### src/sv/wuf_pkg.sv
package wuf_pkg;

    localparam int FIELD_W = 10;
    localparam int FIELD_MAX = 1023;
    localparam int MAX_ELEMENTS_DEF = 1023;
    localparam logic [FIELD_W-1:0] NUM_ELEMENTS_RST = 10'd1023;

    typedef enum logic [3:0] {
        S_INIT,
        S_IDLE,
        S_WALK_A,
        S_WALK_B,
        S_SIZE_A,
        S_SIZE_B,
        S_LINK,
        S_CLEAR,
        S_EMIT
    } state_t;

    typedef enum logic [3:0] {
        OP_NONE,
        OP_SWEEP,
        OP_LOAD,
        OP_WALK_A,
        OP_WALK_B,
        OP_SIZE_A,
        OP_SIZE_B,
        OP_LINK,
        OP_EMIT
    } op_t;

    typedef struct packed {
        op_t op;
    } cmd_t;

    typedef struct packed {
        logic at_root;
        logic sweep_last;
        logic new_kind;
        logic new_err;
        logic out_free;
    } status_t;

endpackage

### src/sv/wuf_controller.sv
module wuf_controller
    import wuf_pkg::*;
(
    input  logic    clk,
    input  logic    rst_n,
    input  logic    in_valid,
    output logic    in_stall,
    input  status_t status,
    output cmd_t    cmd
);

    state_t state_reg, state_next;

    always_ff @(posedge clk or negedge rst_n)
    begin
        if (!rst_n)
        begin
            state_reg <= S_INIT;
        end
        else
        begin
            state_reg <= state_next;
        end
    end

    always_comb
    begin
        state_next = state_reg;
        cmd.op = OP_NONE;
        in_stall = 1'b1;
        unique case (state_reg)
            S_INIT:
            begin
                // table sweep after reset
                cmd.op = OP_SWEEP;
                if (status.sweep_last)
                begin
                    state_next = S_IDLE;
                end
            end
            S_IDLE:
            begin
                in_stall = 1'b0;
                if (in_valid)
                begin
                    cmd.op = OP_LOAD;
                    if (status.new_kind)
                    begin
                        state_next = S_CLEAR;
                    end
                    else if (status.new_err)
                    begin
                        state_next = S_EMIT;
                    end
                    else
                    begin
                        state_next = S_WALK_A;
                    end
                end
            end
            S_WALK_A:
            begin
                cmd.op = OP_WALK_A;
                if (status.at_root)
                begin
                    state_next = S_WALK_B;
                end
            end
            S_WALK_B:
            begin
                cmd.op = OP_WALK_B;
                if (status.at_root)
                begin
                    state_next = S_SIZE_A;
                end
            end
            S_SIZE_A:
            begin
                cmd.op = OP_SIZE_A;
                state_next = S_SIZE_B;
            end
            S_SIZE_B:
            begin
                cmd.op = OP_SIZE_B;
                state_next = S_LINK;
            end
            S_LINK:
            begin
                cmd.op = OP_LINK;
                state_next = S_EMIT;
            end
            S_CLEAR:
            begin
                cmd.op = OP_SWEEP;
                if (status.sweep_last)
                begin
                    state_next = S_EMIT;
                end
            end
            S_EMIT:
            begin
                cmd.op = OP_EMIT;
                if (status.out_free)
                begin
                    state_next = S_IDLE;
                end
            end
            default:
            begin
                state_next = S_IDLE;
            end
        endcase
    end

endmodule

### config.mk
export PLATFORM = sky130hd
export DESIGN_NAME = wuf_controller
export DESIGN_NICKNAME = d
export VERILOG_FILES = /design/src/sv/wuf_pkg.sv /design/src/sv/wuf_controller.sv
export SDC_FILE = /design/constraint.sdc
export NUM_CORES = 1
export LEC_CHECK = 0
export BUFFER_PORTS_ARGS = -buffer_cell sky130_fd_sc_hd__buf_2
export CORE_AREA = 2 2 39 41
export DETAILED_ROUTE_END_ITERATION = 7
export DIE_AREA = 0 0 41 43
export PLACE_DENSITY = 0.49
export SLEW_MARGIN = 40
export SYNTH_ARGS = -nofsm -noshare
export SYNTH_HDL_FRONTEND = slang
export SYNTH_SLANG_ARGS = --single-unit
### constraint.sdc
create_clock -name clk -period 1.75 [get_ports clk]
set_input_delay 0.175 -clock clk [delete_from_list [all_inputs] [get_ports clk]]
set_output_delay 0.175 -clock clk [all_outputs]
set_load 0.005 [all_outputs]
# == Word-level counts from Yosys, hierarchy flattened ==
# Index checks and enable logic that the tools add are counted.
# word_totals
inputBits,8
register_bits,4
wordCells,30
output_inout_bits,5
# op_classes
muxes,12
n_eq_ne,14
n_reduce_logical,3
# op_table
op,n
case mux 4 bit (9 select lines),1
2-to-1 mux 4 bit,8
case mux 4 bit (8 select lines),1
equality test 4 x 3 -> 1 bit (second input constant),4
!= test 2 bit (second input constant),6
equality test 4 x 2 -> 1 bit (second input constant),2
AND reduction 6 bit,1
equality test 4 x 1 -> 1 bit (second input constant),1
equality test 4 bit (second input constant),1
logical NOT 4 bit,1
2-to-1 mux 2 bit,1
OR reduction 2 bit,1
2-to-1 mux 1 bit,1

# == Logic depth before layout (Yosys ltp) ==
# logic_depth
depth_word,4
ltp_mapped,5
ltp_nobuf,4

# == Least setup slack after synthesis ==
# No wires, ideal clock.
# synth_timing
kind,register -> register
from,register state_reg[1]
to,register state_reg[1]
n_path_buf,0
path_stages_with_launch,5
t_arrival_ps,1274
required_ps,1625
setup_slack_ps,351
synth_period_minus_slack_ps,1399
setup_ps,125
path_cell_list,dfrtp_1 nand2b_1 o21a_1 o31ai_4 mux2_4
# synth_between
elab_chain_len,3
word_cells_on_any_way,17
classes_between,eq/ne: 14; mux: 1; reduce/logical: 2
# synth_rtl
item,line,rtl
start: declaration,wuf_controller.sv:12,"state_t state_reg, state_next;"
start signal: assignment,wuf_controller.sv:22,state_reg <= state_next;
"equality test 4 x 2 -> 1 bit, or another cell as far along",wuf_controller.sv:31,unique case (state_reg)
!= test 2 bit (no line),n/a,
AND reduction 6 bit (no line),n/a,
# Parallel ways exist; a longest one is shown, timed or not.
# A chain may end at the register's enable or synchronous reset.

# == Worst setup path in the final report ==
# layout_timing
from,register state_reg[2]
to,register state_reg[1]
# Same word-level chain as after synthesis.

==> reports/results.md <==
| Step | Result | This run |
| --- | --- | --- |
| outcome | Result of the run | finished clean |
| clock tree | Clock slew at the register clock pins of the worst setup and hold paths | 30 ps |
| final layout | Final instance area | 509 um2 |
| sta | Worst Max-Slew Pin Slew | 430 ps |
| clock tree | Maximum buffer depth of the clock tree | 2 |
| sta | Worst hold slack across all endpoints | 144 ps |
| sta | Total count of hold-check failures in the final report | 0 |
| synthesis | Yosys Warn Count | 0 |
| synthesis | List of most frequent post-synthesis cells | nor2_1 (8), nand2_1 (5), dfrtp_1 (4) |
| drt | Post-detailed-route DRC marker count | 0 |
| synthesis | Syn Inst Count | 49 |
| synthesis | FF+latch count, synth | 4 |
| sta | Max frequency | 673 MHz |
| synthesis | Cell area after technology mapping | 400 um2 |
| synthesis | Average cell area after synthesis | 8.17 um2 |
| placed design | Detailed placement HPWL | 690 um |
| clock tree | Num CTS Buffers | 3 |
| drt | Post-detailed-routing wire length | 915 um |
| final layout | Relative area change from synthesis to final layout | 27.2% |
| synthesis | Net count after synthesis | 57 |
| final layout | Fill count | 149 |
| final layout | Count of nets after finishing | 74 |
| sta | Unrepaired setup endpoints after global routing | no |
| grt | Overflow left after global routing | 0 |
| synthesis | Sequential cell area fraction in the yosys report | 0.250 |
| floorplanning | CORE AREA | 1380 um2 |
| grt | First-pass GRT wire length | 1650 um |
| sta | Post-route setup TNS | 0 ps |
| sta | Number of setup violations in the final report | 0 |
| pwr | Power density over cell area | 1930 nW/um2 |
| clock tree | Clock latency at the later pin of the worst-skew pair | 230 ps |
| critical path | Nature of the critical path endpoint | flop |
| sta | Slew Limit Headroom | 0.714 |
| pwr | Leakage Power | 0.226 nW |
| drt | 1st-pass router iterations | 3 |
| synthesis | Most common flop cell mapped by yosys | dfrtp_1 |
| critical path | Path type of the worst setup path | flop to flop |
| synthesis | Unique masters post-synth | 28 |
| floorplanning | I/O Pins | 13 |
| final layout | N_diodes | 0 |
| run | Max-Cap Viols | 0 |
| synthesis | Post-synth EDFFs | 0 |
| final layout | Fraction of final layout cells with drive strength greater than 1 | 0.359 |
| floorplanning | Vert. Die Dim | 43 um |
| critical path | Critical path data required time | 1860 ps |
| critical path | Data arrival time of the critical path | 1600 ps |
| drt | Via total after detailed routing | 381 |
| grt | Pin count of the biggest net entering global routing | 14 |
| floorplanning | X dimension of the die | 41 um |
| synthesis | Cell types with the largest area share after synthesis | dfrtp_1 (25%), nor2_1 (7.5%), o31ai_4 (5.3%), nand2_1 (4.7%), nand2b_1 (4.7%) |
| clock tree | Clock root buffer | clkbuf_4 |
| synthesis | Most frequent cell after synthesis | nor2_1 |
| final layout | Flip-flop count of the largest register, all copies and words added | 4 |
| synthesis | Area share of the largest cell type after synthesis | 0.250 |
| floorplanning | Initial Utilization | 0.289 |
| drt | Ratio of routed vias to standard cells | 4.76 |
| grt | Initial antenna violation count | 0 |
| pwr | Highest ir drop seen on vdd | 0.837 mV |
| sta | Fraction of the cycle the final worst path needs | 0.849 |
| critical path | Worst Setup Start Kind | flop |
| placed design | Final weighted congestion of routability-driven global placement | 0.789 |
| clock tree | Total number of clock tree sinks | 4 |
| synthesis | Top cell type by total area after synthesis | dfrtp_1 |
| drt | Post-route antenna net violation count | 0 |
| floorplanning | Die area | 1760 um2 |
| grt | Vias in the first global route | 383 |
| grt | Combined global-route utilization of all metal layers | 0.137 |
| clock tree | Postcts setup bufs | 0 |
| sta | Max-slew violation count | 0 |
| drt | Detailed Route Iter0 Violations | 8 |
| critical path | Highest fanout seen on the critical path | 13 |
| synthesis | Async set-or-reset flop fraction in the synthesized netlist | 1.00 |
| floorplanning | Site row count | 14 |
| placed design | Buffers added on ports | 12 |
| drt | Average wire per cell in the routed design | 11.4 um |
| pwr | Overall power | 0.000981 W |
| sta | Final critical delay including setup and external delays | 1490 ps |
| sta | Worst clock skew | 0.621 ps |
| clock tree | Clock tree from TritonCTS | built |
| clock tree | H-tree lvl count | 1 |
| placed design | Placed cell area | 477 um2 |
| min path | Class of the worst hold path | input pin to flop |
-- stage by stage --
step / utilization / worst slack, ps / cells
floorplan: - / 351 / 49
global placement: 0.344 / 294 / 76
detailed placement: 0.344 / 267 / 76
CTS: 0.368 / 263 / 80
global route: 0.368 / 180 / 80
finish: 0.368 / 264 / 80
-- area by class of cell --
class                           instances  area, um2  area share
Clock buffer                            3       22.5      0.0442
Inverter                                1       3.75     0.00737
Sequential cell                         4        100       0.197
Multi-Input combinational cell         40        270       0.531
Tap cell                               16       20.0      0.0393
Timing Repair Buffer                   16       92.6       0.182
-- logic make-up (layout without fill, tap and decap cells) --
kind of cell / count (synthesis) / after routing / share of synthesized area
buffers and inverters: 5 / 20 / 0.0750
AOI/OAI and AO/OA: 14 / 14 / 0.281
DFF: 4 / 4 / 0.250
muxes: 1 / 1 / 0.0375
and+or+nand+nor: 24 / 24 / 0.334
xor gates and xnor gates: 1 / 1 / 0.0219
-- critical path, cell delays in order, from the launching register on --
cell and delay [ps]:
dfrtp_1 510, buf_4 210, o31ai_4 310, mux2_4 330
-- report_power, final --
group / total [W] / switching (W) / internal (W)
clock: 0.000108 / 0.0000320 / 0.0000763
sequential: 0.000234 / 0.0000929 / 0.000141
combinational: 0.000639 / 0.000313 / 0.000326
-- what timing repair did --
action	CTS	global route
setup endpoints to repair	0	0
hold endpoints to repair	4	0
hold buffers	1	0
resized for setup	0	0
-- final timing paths --
kind                              start            to  slack, ps  cells past startpoint
setup / recovery           state_reg[2]  state_reg[1]        260                      3
hold / removal                status[3]  state_reg[2]        140                      2
setup reg to reg           state_reg[2]  state_reg[1]        260                      3
hold reg to reg            state_reg[1]  state_reg[1]        690                      2
max in group asynchronous         rst_n  state_reg[2]       1360                      2
min in group asynchronous         rst_n  state_reg[1]        270                      2
-- routing by layer --
| metal | vias up | GRT usage | wire [um] |
|---|---|---|---|
| met4 | 0 | 0.0600 | 0 |
| met3 | 0 | 0.0314 | 26 |
| met1 | 170 | 0.198 | 449 |
| met5 | - | 0 | 0 |
| met2 | 6 | 0.188 | 439 |
| li1 | 205 | - | - |
-- cells in the final DEF (no fill, tap or decap), drive strengths merged, types with 2 or more instances in the layout --
cell type	instances
clkbuf	3
nand2	5
nor2	8
buf	15
o21bai	2
o21ai	3
a21oi	2
dfrtp	4
nand2b	3
(Power assumes the default switching activity.)
